File: src/hdl/hs_pkg.sv
// Package for the contrast stretch core: action codes, register indexes, states and constants.
package hs_pkg;

  typedef enum logic [1:0] {
    ACT_RESTART = 2'd0,
    ACT_MEASURE = 2'd1,
    ACT_MAP     = 2'd2,
    ACT_NONE    = 2'd3
  } action_t;

  typedef enum logic [1:0] {
    REG_OUT_LOW  = 2'd0,
    REG_OUT_HIGH = 2'd1
  } reg_index_t;

  typedef enum logic [2:0] {
    ST_IDLE,
    ST_LOAD,
    ST_MULT,
    ST_DIV,
    ST_DONE
  } state_t;

  localparam int unsigned GREY_W = 8;

  // Scaling by 105/100 and 95/100 as one multiply by k*5243 and a shift by 19,
  // which is exact over the 8-bit input range.
  localparam int unsigned SCALE_SHIFT = 19;
  localparam logic [19:0] DARK_MUL    = 20'd550515;
  localparam logic [19:0] BRIGHT_MUL  = 20'd498085;

  localparam int unsigned NUM_W       = 18;
  localparam int unsigned DIGIT_W     = 2;
  localparam int unsigned DIV_CYCLES  = NUM_W / DIGIT_W;
  localparam int unsigned CNT_W       = $clog2(DIV_CYCLES);

  localparam logic [GREY_W-1:0] DARK_RESET   = 8'd255;
  localparam logic [GREY_W-1:0] BRIGHT_RESET = 8'd0;
  localparam logic [GREY_W-1:0] LOW_RESET    = 8'd0;
  localparam logic [GREY_W-1:0] HIGH_RESET   = 8'd255;

endpackage

File: src/hdl/histogram_stretch_core.sv
// Two-pass min/max grey-level contrast stretch with a radix-4 serial divider.
// A map item is scaled in ST_LOAD, multiplied in ST_MULT, divided in ST_DIV by the
// two-bit-per-cycle divider and written out in ST_DONE; ST_DIV is skipped with equal scaled
// bounds. The core takes no new item until it is back in ST_IDLE, and a stalled result delays
// the next one. Measure and restart items are taken in ST_IDLE and need no further states.
// Reset (rst, sync, active high): out_low 0, out_high 255, darkest 255, brightest 0, no result.
module histogram_stretch_core (
  input  logic       clk,
  input  logic       rst,
  input  logic       in_valid,
  output logic       in_stall,
  input  logic [1:0] action,
  input  logic [7:0] pixel,
  output logic       out_valid,
  input  logic       out_stall,
  output logic [7:0] stretched,
  output logic       divide_error,
  input  logic       cfg_valid,
  output logic       cfg_ready,
  input  logic [1:0] cfg_index,
  input  logic [7:0] cfg_data
);

  hs_pkg::state_t state, state_next;

  logic [7:0] out_low, out_high, darkest, brightest;
  logic [7:0] pix;
  logic [8:0] dk;
  logic [7:0] br;
  logic       num_neg, err;
  logic [hs_pkg::NUM_W-1:0] nq;
  logic [8:0] dmag, rem;
  logic [hs_pkg::CNT_W-1:0] cnt;

  logic in_take, map_take, out_load;
  logic [27:0] dk_prod;
  logic [26:0] br_prod;
  logic signed [9:0]  diff, den;
  logic signed [8:0]  span;
  logic signed [18:0] prod;
  logic [17:0] prod_mag;
  logic [8:0]  den_mag;
  logic [9:0]  t0, t1;
  logic [8:0]  r0, r1;
  logic        q0, q1;
  logic signed [18:0] qs;
  logic signed [19:0] sum;
  logic [7:0]  res;

  assign cfg_ready = 1'b1;
  assign in_take   = in_valid && !in_stall;
  assign map_take  = in_take && (action == hs_pkg::ACT_MAP);

  always_comb begin
    state_next = state;
    unique case (state)
      hs_pkg::ST_IDLE: if (map_take) state_next = hs_pkg::ST_LOAD;
      hs_pkg::ST_LOAD: state_next = hs_pkg::ST_MULT;
      hs_pkg::ST_MULT: state_next = (den == 10'sd0) ? hs_pkg::ST_DONE : hs_pkg::ST_DIV;
      hs_pkg::ST_DIV: begin
        if (cnt == hs_pkg::CNT_W'(hs_pkg::DIV_CYCLES - 1)) state_next = hs_pkg::ST_DONE;
      end
      hs_pkg::ST_DONE: if (!out_valid || !out_stall) state_next = hs_pkg::ST_IDLE;
      default: state_next = hs_pkg::ST_IDLE;
    endcase
  end

  always_comb begin
    in_stall = 1'b1;
    out_load = 1'b0;
    unique case (state)
      hs_pkg::ST_IDLE: in_stall = 1'b0;
      hs_pkg::ST_DONE: out_load = !out_valid || !out_stall;
      default: ;
    endcase
  end

  assign dk_prod  = 28'(darkest) * 28'(hs_pkg::DARK_MUL);
  assign br_prod  = 27'(brightest) * 27'(hs_pkg::BRIGHT_MUL);
  assign diff     = $signed({2'b00, pix}) - $signed({1'b0, dk});
  assign den      = $signed({2'b00, br}) - $signed({1'b0, dk});
  assign span     = $signed({1'b0, out_high}) - $signed({1'b0, out_low});
  assign prod     = 19'(diff) * 19'(span);
  assign prod_mag = prod[18] ? 18'(-prod) : prod[17:0];
  assign den_mag  = den[9] ? 9'(-den) : den[8:0];

  always_comb begin
    t0 = {rem, nq[hs_pkg::NUM_W-1]};
    q0 = (t0 >= {1'b0, dmag});
    r0 = q0 ? 9'(t0 - {1'b0, dmag}) : t0[8:0];
    t1 = {r0, nq[hs_pkg::NUM_W-2]};
    q1 = (t1 >= {1'b0, dmag});
    r1 = q1 ? 9'(t1 - {1'b0, dmag}) : t1[8:0];
  end

  always_comb begin
    qs  = num_neg ? -$signed({1'b0, nq}) : $signed({1'b0, nq});
    sum = 20'(qs) + $signed({12'd0, out_low});
    if (err) begin
      res = out_low;
    end else if (sum > 20'sd255) begin
      res = 8'd255;
    end else if (sum < 20'sd0) begin
      res = 8'd0;
    end else begin
      res = sum[7:0];
    end
  end

  always_ff @(posedge clk) begin
    if (rst) begin
      state     <= hs_pkg::ST_IDLE;
      out_low   <= hs_pkg::LOW_RESET;
      out_high  <= hs_pkg::HIGH_RESET;
      darkest   <= hs_pkg::DARK_RESET;
      brightest <= hs_pkg::BRIGHT_RESET;
      out_valid <= 1'b0;
      cnt       <= '0;
    end else begin
      state <= state_next;
      if (cfg_valid && cfg_ready) begin
        if (cfg_index == hs_pkg::REG_OUT_LOW) out_low <= cfg_data;
        if (cfg_index == hs_pkg::REG_OUT_HIGH) out_high <= cfg_data;
      end
      if (in_take && action == hs_pkg::ACT_RESTART) begin
        darkest   <= pixel;
        brightest <= pixel;
      end else if (in_take && action == hs_pkg::ACT_MEASURE) begin
        if (pixel < darkest) darkest <= pixel;
        if (pixel > brightest) brightest <= pixel;
      end
      if (state == hs_pkg::ST_DIV) begin
        cnt <= cnt + 1'b1;
      end else begin
        cnt <= '0;
      end
      if (out_load) begin
        out_valid <= 1'b1;
      end else if (!out_stall) begin
        out_valid <= 1'b0;
      end
    end
  end

  always_ff @(posedge clk) begin
    if (map_take) pix <= pixel;
    if (state == hs_pkg::ST_LOAD) begin
      dk <= dk_prod[hs_pkg::SCALE_SHIFT+8:hs_pkg::SCALE_SHIFT];
      br <= br_prod[hs_pkg::SCALE_SHIFT+7:hs_pkg::SCALE_SHIFT];
    end
    if (state == hs_pkg::ST_MULT) begin
      nq      <= prod_mag;
      num_neg <= prod[18] ^ den[9];
      dmag    <= den_mag;
      rem     <= '0;
      err     <= (den == 10'sd0);
    end
    if (state == hs_pkg::ST_DIV) begin
      nq  <= {nq[hs_pkg::NUM_W-3:0], q0, q1};
      rem <= r1;
    end
    if (out_load) begin
      stretched    <= res;
      divide_error <= err;
    end
  end

  assert property (@(posedge clk) disable iff (rst)
    state == hs_pkg::ST_DONE && !err |-> rem < dmag)
    else $error("Divider remainder not below divisor.");

  assert property (@(posedge clk) disable iff (rst)
    $rose(out_valid) |-> $past(state) == hs_pkg::ST_DONE)
    else $error("Result item appeared without a finished map item.");

  assert property (@(posedge clk) disable iff (rst)
    state == hs_pkg::ST_MULT |=> state == hs_pkg::ST_DIV || (state == hs_pkg::ST_DONE && err))
    else $error("Divider skipped without a zero divisor.");

endmodule

File: config.mk
export PLATFORM = sky130hd
export DESIGN_NAME = histogram_stretch_core
export DESIGN_NICKNAME = d
export VERILOG_FILES = /design/src/hdl/hs_pkg.sv /design/src/hdl/histogram_stretch_core.sv
export SDC_FILE = /design/constraint.sdc
export NUM_CORES = 1
export LEC_CHECK = 0
export ABC_AREA = 1
export BUFFER_PORTS_ARGS = -buffer_cell sky130_fd_sc_hd__buf_2
export CORE_MARGIN = 1.5
export CORE_UTILIZATION = 40
export CTS_CLUSTER_SIZE = 28
export DETAILED_ROUTE_END_ITERATION = 16
export SYNTH_ARGS = -nofsm -noshare
export SYNTH_HDL_FRONTEND = slang
export SYNTH_SLANG_ARGS = --single-unit
File: constraint.sdc
create_clock -name clk -period 7.7 [get_ports clk]
set_input_delay 0.77 -clock clk [delete_from_list [all_inputs] [get_ports clk]]
set_output_delay 0.77 -clock clk [all_outputs]
set_load 0.01 [all_outputs]
==> results of run 1 <==
how the worst max path moves through the flow:
stage / start / depth (start not counted) / end
after detailed placement: out_low[1] / 31 / nq[13]
after global routing: out_low[1] / 32 / nq[16]
after global placement: out_low[1] / 31 / nq[12]
after floorplan: dk[0] / 34 / nq[10]
final: out_low[1] / 32 / nq[16]
after CTS: out_low[1] / 31 / nq[7]
layout make-up:
class,instances,area [sq um]
fillers,3797,21300
well taps,511,639
inverters,384,1440
repair buffers,45,250
flip-flops and latches,112,2960
multi-input cells,1406,11000
diodes,1,2.50
clock inverters,7,98.8
clock buffers,9,225
routing by layer:
layer	GRT usage, %	vias up	part of all wire, %
li1	-	6263	-
met1	24.0	5793	47
met2	32.8	172	48
met3	2.69	33	3.4
met4	4.37	2	1.5
met5	0	-	0.026
cells by family after synthesis:
kind of cell               after synthesis
and+or+nand+nor                        694
xor gates and xnor gates                85
other                                    1
adders and majority gates              373
buffers and inverters                  405
DFF                                    112
AOI/OAI and AO/OA                      253
state kept, by name (all words and copies together) (netlist names):
signal and count:
num_neg 1, darkest 8, divide_error 1, nq 18, dk 9, err 1
stretched 8, pix 8, br 8, out_high 8, cnt 4, state 3
out_low 8, out_valid 1, brightest 8, rem 9, dmag 9
cell usage in the layout (no fill, tap or decap), types with 2 or more instances in the layout:
master	n
inv_1	376
nand2_1	354
ha_1	232
fa_1	141
nor2_1	130
a21oi_1	111
nand3_1	99
o21ai_0	83
edfxtp_1	72
xor2_1	56
dfxtp_1	40
buf_2	35
xnor2_1	29
nand4_1	23
o211ai_1	16
nand2_2	15
or2_2	14
nor3_1	14
nor2_2	10
nand2_4	10
buf_4	10
clkbuf_16	9
o21bai_1	7
a21o_1	6
inv_2	6
o21ai_1	6
nor2_4	6
nand3_2	6
a211oi_1	5
a21boi_0	5
clkinv_8	4
nand3b_1	3
a31oi_1	3
o31ai_1	3
o22ai_1	3
clkinv_1	2
o21a_1	2
a21oi_4	2
nor4_1	2
inv_6	2
timing repair:
action                     in CTS  in global routing
gates resized for setup         0                  2
buffers inserted                0                  0
setup endpoints to repair       0                 16
worst register-to-register path: cells and delay by family, from the launching register on:
kind                     cells  cell delay [ns]
XOR/XNOR                     2             0.47
AND/OR/NAND/NOR             15             1.78
flip-flops                   1             0.43
adder cells (fa/ha/maj)      7             3.23
buffers and inverters        4             0.28
AO/OA/AOI/OAI                4             0.76
metrics by stage:
| step | utilization (%) | cells |
|---|---|---|
| global route | 43.8 | 2474 |
| CTS | 43.8 | 2474 |
| global placement | 42.9 | 2458 |
| finish | 43.8 | 2475 |
| detailed placement | 42.9 | 2458 |
| floorplan | - | 1923 |
==> impl_metrics.ini, run 1 <==
[floorplanning]
rows = 71
die_width_um = 200
start_util_pct = 40.8
core_area_sq_um = 37900
dieHeight_um = 200
die_area_sq_um = 39900
io-pin-count = 37

[routing]
vias = 12300
antenna_left = 0
drc = 0
routed_via_density = 4.95
drt-initial-drc-count = 617
dr.pass1.iters = 5
wire_per_inst_um = 14.2
drt_wl_total_um = 35100

[hold_path]
hold_path.startpoint = cnt[0]
hold_class = reg -> reg
hold_depth = 1
worstHoldEndpoint = cnt[0]

[sta]
setup_viol = 0
timing.final.crit_period_ns = 7.21
final_max_slew_viol_count = 0
fin_ws_ns = 0.491
holdWs_ns = 0.482
fmax_mhz = 139
fin_tns_setup_ns = 0
finalHoldViolCount = 0
skew_ns = 0.0153
worstMarginPinSlew_ns = 1.10
fin_crit_sh_pct = 93.6
slew-limit-headroom_pct = 26.8
rsz0062_at_grt = false

[final_layout]
drive_above_1_share_pct = 6.78
fin_nets = 2356
syn_to_final_growth_pct = 7.34
stdcell_area_sq_um = 16600

[flow_run]
max_cap_violations = 0

[synthesis]
async_reset_ff_share_pct = 0
syn_nets = 2321
synth_top_area_share_pct = 18.7
ys_warn_count = 0
synth.most_common_cell = inv_1
synth_fa_ha_area_share_pct = 37.0
synth_top_family_by_area = adder cells
synth_area_leaders = ha_1 19%, fa_1 18%, edfxtp_1 14%, inv_1 9.1%, nand2_1 8.6%
netlist.top_cell.by_area = ha_1
synth_edf_count = 72
synth_compound_area_share_pct = 9.05
synthSimpleGateAreaFrac_pct = 20.1
syn_area_per_cell_sq_um = 8.06
ys.flop_type = edfxtp_1
seq_area_frac_synth_pct = 19.1
synth_cell_types = 49
ys_ff_latch = 112
netlist_top_cells_count = 376 x inv_1, 354 x nand2_1, 232 x ha_1
synthXorXnorAreaFrac_pct = 4.81
synthMuxAreaShare_pct = 0
synth_area_sq_um = 15500
syn_inst = 1923

[critical_path]
ff2ff_setup_slack_ns = 0.49
end_kind = flip-flop
timing.rr.start = out_low[1]
critPathMostFrequentCell = nand2_1
crit_family = adder cells
arrival_ns = 7.34
reg2reg_to = nq[16]
reg2reg_depth = 32
crit_fanout = 5
crit_path_max_incr_delay_ns = 0.55
cpMaxStageDelayCell = fa_1
worstSetupPathType = reg -> reg
cp_num_buf_inv = 4
critPathLaunchType = flip-flop
cp.required_ns = 7.83

[global_route]
antenna_found_initial = 2
grt_util_all_layers_pct = 18.6
grt_pass1_wl_um = 59500
grt_start_max_net_pins = 36
grt_overflow_total = 0
grt_pass1_vias = 12400

[clocking]
root_buffer = clkbuf_16
cts-htree-levels = 3
holdBufCountCts = 0
clockBufferDepth = 2
cts_inserted_buffers = 9
cts_tree = done
path_clk_slew_ns = 0.09
clk_latency_ns = 0.37
cts_sinks = 112

[outcome]
outcome = complete, no violations

[placement]
gp_congestion = 0.884
port_buffers = 35
dpl.hpwl_um = 30000
place_area_sq_um = 16300
dp_slack_ns = 0.382
Power of run 1 is left out: the tool's default activity adds up to more than one toggle a clock period on the data nets, which glitch-free logic cannot reach.
==> run 2, diff against run 1 <==
--- a/config.mk
+++ b/config.mk
@@ -11,6 +11,7 @@
 export CORE_UTILIZATION = 40
 export CTS_CLUSTER_SIZE = 28
 export DETAILED_ROUTE_END_ITERATION = 16
+export RECOVER_POWER = 50
 export SYNTH_ARGS = -nofsm -noshare
 export SYNTH_HDL_FRONTEND = slang
 export SYNTH_SLANG_ARGS = --single-unit
==> run 2 against run 1 <==
- the run now ends with capacitance limit, slew limit left
- via count is 0.11% higher
- flip-flop and latch count unchanged
- cell count stayed put
- routed wire length shrank 0.11%
- worst hold slack about the same
- critical path depth unchanged
- first-iteration DRC count decreased by 1.5%
- clock-buffer cell count unchanged
- critical path type unchanged
- critical endpoint unchanged
==> impl_metrics.ini, run 2 (synthesis gave the netlist of run 1 again) <==
[critical_path]
ff2ff_setup_slack_ns = 0.46
cp.required_ns = 7.83
crit_fanout = 5
worstSetupStartpoint = out_low[1]
critPathMostFrequentCell = nand2_1
crit_path_max_incr_delay_ns = 0.55
arrival_ns = 7.37
cpMaxStageDelayCell = fa_1
critPathLaunchType = flip-flop
end_kind = flip-flop
timing.rr.start = out_low[1]
worstSetupPathType = reg -> reg

[final_layout]
largest_reg_flops = 18
final_common_cell = inv_1
fill_cells = 3804
ff_latch_area_sq_um = 2960
stdcell_area_sq_um = 16600
syn_to_final_growth_pct = 7.08
layout_common_cells = 376 x inv_1, 354 x nand2_1, 232 x ha_1
top_register = nq
drive_above_1_share_pct = 5.60
finalNonFillerCells = 2475
fin_nets = 2356
multi_input_area_sq_um = 11000

[clocking]
cts-htree-levels = 3
cts_sinks = 112
cts_tree = done
root_buffer = clkbuf_16
clk_latency_ns = 0.37
holdBufCountCts = 0
post_cts_buffers = 0
path_clk_slew_ns = 0.09
cts_inserted_buffers = 9
clockBufferDepth = 2

[floorplanning]
die_area_sq_um = 39900
dieHeight_um = 200
core_area_sq_um = 37900
start_util_pct = 40.8
rows = 71
io-pin-count = 37
die_width_um = 200

[routing]
drc = 0
dr.pass1.iters = 5
vias = 12300
routed_via_density = 4.96
antenna_left = 0
drt_wl_total_um = 35100
wire_per_inst_um = 14.2
drt-initial-drc-count = 608

[sta]
fin_ws_ns = 0.462
fmax_mhz = 138
timing.final.crit_period_ns = 7.24
setup_viol = 0
slew-limit-headroom_pct = -9.17
fin_crit_sh_pct = 94.0
final_max_slew_viol_count = 28
skew_ns = 0.0137
worstMarginPinSlew_ns = 1.64
rsz0062_at_grt = false
finalHoldViolCount = 0
fin_tns_setup_ns = 0

[placement]
dp.cells = 2458
dp_slack_ns = 0.382
place_area_sq_um = 16300
gp_congestion = 0.884
port_buffers = 35
dpl.hpwl_um = 30000

[global_route]
grt_util_all_layers_pct = 18.6
grt_overflow_total = 0
antenna_found_initial = 2
grt_pass1_wl_um = 59500
grt_start_max_net_pins = 36
grt_pass1_vias = 12400

[hold_path]
hold_class = reg -> reg
hold_path.startpoint = cnt[0]

[outcome]
failed_checks = capacitance limit, slew limit
outcome = finished with violations

[flow_run]
max_cap_violations = 1
[run 2: repair_timing]
item                                    4_1_cts  5_1_grt
resized for setup                             0        2
endpoints found under the hold margin         0        0
endpoints found under the setup margin        0       16
[run 2: layout make-up]
| cell class | count | share of cell area [%] |
|---|---|---|
| Multi-Input combinational cell | 1406 | 66.3 |
| Sequential cell | 112 | 17.9 |
| Antenna cell | 1 | 0.0151 |
| Clock inverter | 7 | 0.596 |
| Timing Repair Buffer | 45 | 1.30 |
| Clock buffer | 9 | 1.36 |
| Tap cell | 511 | 3.85 |
| Inverter | 384 | 8.69 |
[run 2: path summary, 6_finish.rpt]
path,end,depth (start not counted)
max,nq[16],32
min,cnt[0],1
max reg2reg,nq[16],32
min reg2reg,cnt[0],1
[run 2: metal layers]
metal  vias to the layer above  track usage [%]  share of wire, %
li1                       6259                -                 -
met1                      5788             24.0                47
met2                       192             32.8                48
met3                        35             2.69               3.8
met4                         2             4.37               1.5
met5                         -                0             0.026
[run 2: metrics by stage]
step                      util (%)  hold slack, ns
after global routing          43.7           0.514
final                         43.7           0.482
after global placement        42.9           0.448
after CTS                     43.8           0.490
after detailed placement      42.9           0.476
after floorplan                  -           0.425
[run 2: critical path, delay by kind of cell (launching register included)]
kind | cells | cell delay (ns)
compound gates | 4 | 0.76
xor+xnor | 2 | 0.47
fa+ha+maj | 7 | 3.23
buf+inv | 4 | 0.28
flops | 1 | 0.44
simple gates | 15 | 1.80
Power of run 2 is left out for the same reason.
==> run 3, diff against run 2 <==
--- a/config.mk
+++ b/config.mk
@@ -8,10 +8,11 @@
 export ABC_AREA = 1
 export BUFFER_PORTS_ARGS = -buffer_cell sky130_fd_sc_hd__buf_2
 export CORE_MARGIN = 1.5
-export CORE_UTILIZATION = 40
+export CORE_UTILIZATION = 30
 export CTS_CLUSTER_SIZE = 28
 export DETAILED_ROUTE_END_ITERATION = 16
 export RECOVER_POWER = 50
+export SETUP_SLACK_MARGIN = 0.5
 export SYNTH_ARGS = -nofsm -noshare
 export SYNTH_HDL_FRONTEND = slang
 export SYNTH_SLANG_ARGS = --single-unit
==> run 3 against run 2 <==
- flip-flop and latch count is the same
- worst hold slack worse by 0.013 ns
- largest cell class unchanged
- the flow still finishes with violations (capacitance limit, slew limit)
- register-to-register slack better by 0.28 ns
- design area grew 3.4%
- clock-buffer cell count is 3 higher
- routed wire length is 2.9% higher
- critical endpoint is now nq[15]
- global-route usage shrank 4.7 points
- die area rose by 33%
- fmax increased by 4.1%
- setup slack better by 0.28 ns
==> impl_metrics.ini, run 3 (synthesis gave the netlist of run 1 again) <==
[clocking]
clk_latency_ns = 0.38
root_buffer = clkbuf_16
cts_sinks = 112
cts_tree = done
cts_inserted_buffers = 9
clockBufferDepth = 2
cts-htree-levels = 3
holdBufCountCts = 0
path_clk_slew_ns = 0.07

[critical_path]
cp_num_buf_inv = 7
critPathMostFrequentCell = fa_1
cp.required_ns = 7.80
arrival_ns = 7.05
end_kind = flip-flop
ff2ff_setup_slack_ns = 0.74
crit_family = adder cells
timing.rr.start = pix[0]
crit_fanout = 8
critPathLaunchType = flip-flop
worstSetupStartpoint = pix[0]
crit_path_max_incr_delay_ns = 0.55
worstSetupPathType = reg -> reg
cpMaxStageDelayCell = fa_1

[final_layout]
largest_reg_flops = 18
fin_nets = 2379
top_register = nq
syn_to_final_growth_pct = 10.8
layout_common_cells = 370 x inv_1, 352 x nand2_1, 230 x ha_1
stdcell_area_sq_um = 17200
drive_above_1_share_pct = 8.46
final_common_cell = inv_1
fill_cells = 5363
num_antenna_cells = 0

[routing]
antenna_left = 0
drt-initial-drc-count = 694
dr.pass1.iters = 5
drt_wl_total_um = 36100
wire_per_inst_um = 13.5
vias = 12500
drc = 0
routed_via_density = 4.67

[global_route]
grt_util_all_layers_pct = 13.9
grt_pass1_wl_um = 60600
antenna_found_initial = 1
grt_pass1_vias = 12700
grt_start_max_net_pins = 35
grt_overflow_total = 0

[sta]
fin_tns_setup_ns = 0
slew-limit-headroom_pct = -10.2
fin_crit_sh_pct = 90.3
setup_viol = 0
finalHoldViolCount = 0
skew_ns = 0.0143
fmax_mhz = 144
timing.final.crit_period_ns = 6.96
worstMarginPinSlew_ns = 1.65
fin_ws_ns = 0.744
final_max_slew_viol_count = 28
rsz0062_at_grt = true

[placement]
dpl.hpwl_um = 30000
dp_slack_ns = 0.384
gp_congestion = 0.868
port_buffers = 35
place_area_sq_um = 16500

[floorplanning]
rows = 83
dieHeight_um = 230
io-pin-count = 37
start_util_pct = 30.3
core_area_sq_um = 51200
die_width_um = 230
die_area_sq_um = 53000

[outcome]
outcome = finished with violations
failed_checks = capacitance limit, slew limit

[hold_path]
hold_path.startpoint = cnt[0]
hold_class = reg -> reg

[flow_run]
max_cap_violations = 1
==> run 3: repair_timing <==
action / in CTS / in global routing
resized for setup: 2 / 60
endpoints found under the setup margin: 16 / 18
pin swaps: 0 / 18
endpoints found under the hold margin: 0 / 0
setup buffers: 0 / 17
gates cloned: 0 / 3
==> run 3: layer usage <==
layer | GRT usage (%) | wire (um) | vias up
met1 | 17.9 | 16800 | 5910
met2 | 24.6 | 17400 | 199
met3 | 2.32 | 1410 | 42
met5 | 0 | 13 | -
met4 | 2.31 | 481 | 2
li1 | - | - | 6303
==> run 3: path summary, 6_finish.rpt <==
check	cells after the start	endpoint
setup / recovery	35	nq[15]
hold reg to reg	1	cnt[0]
setup reg to reg	35	nq[15]
hold / removal	1	cnt[0]
==> run 3: area by class of cell <==
type                    count  area, sq um  area share, %
multi-input cells        1409        11200           65.5
well taps                 680          851           4.96
flip-flops and latches    112         2960           17.3
clock inverters             4         37.5          0.219
clock buffers              12          256           1.49
repair buffers             65          365           2.13
inverters                 384         1440           8.40
==> run 3: through the flow <==
step | hold slack, ns | instances | util (%)
after floorplan | 0.425 | 1923 | -
after global placement | 0.444 | 2630 | 32.3
after detailed placement | 0.462 | 2630 | 32.3
after CTS | 0.479 | 2646 | 32.9
after global routing | 0.497 | 2666 | 33.5
final | 0.468 | 2666 | 33.5
Power of run 3 is left out for the same reason.
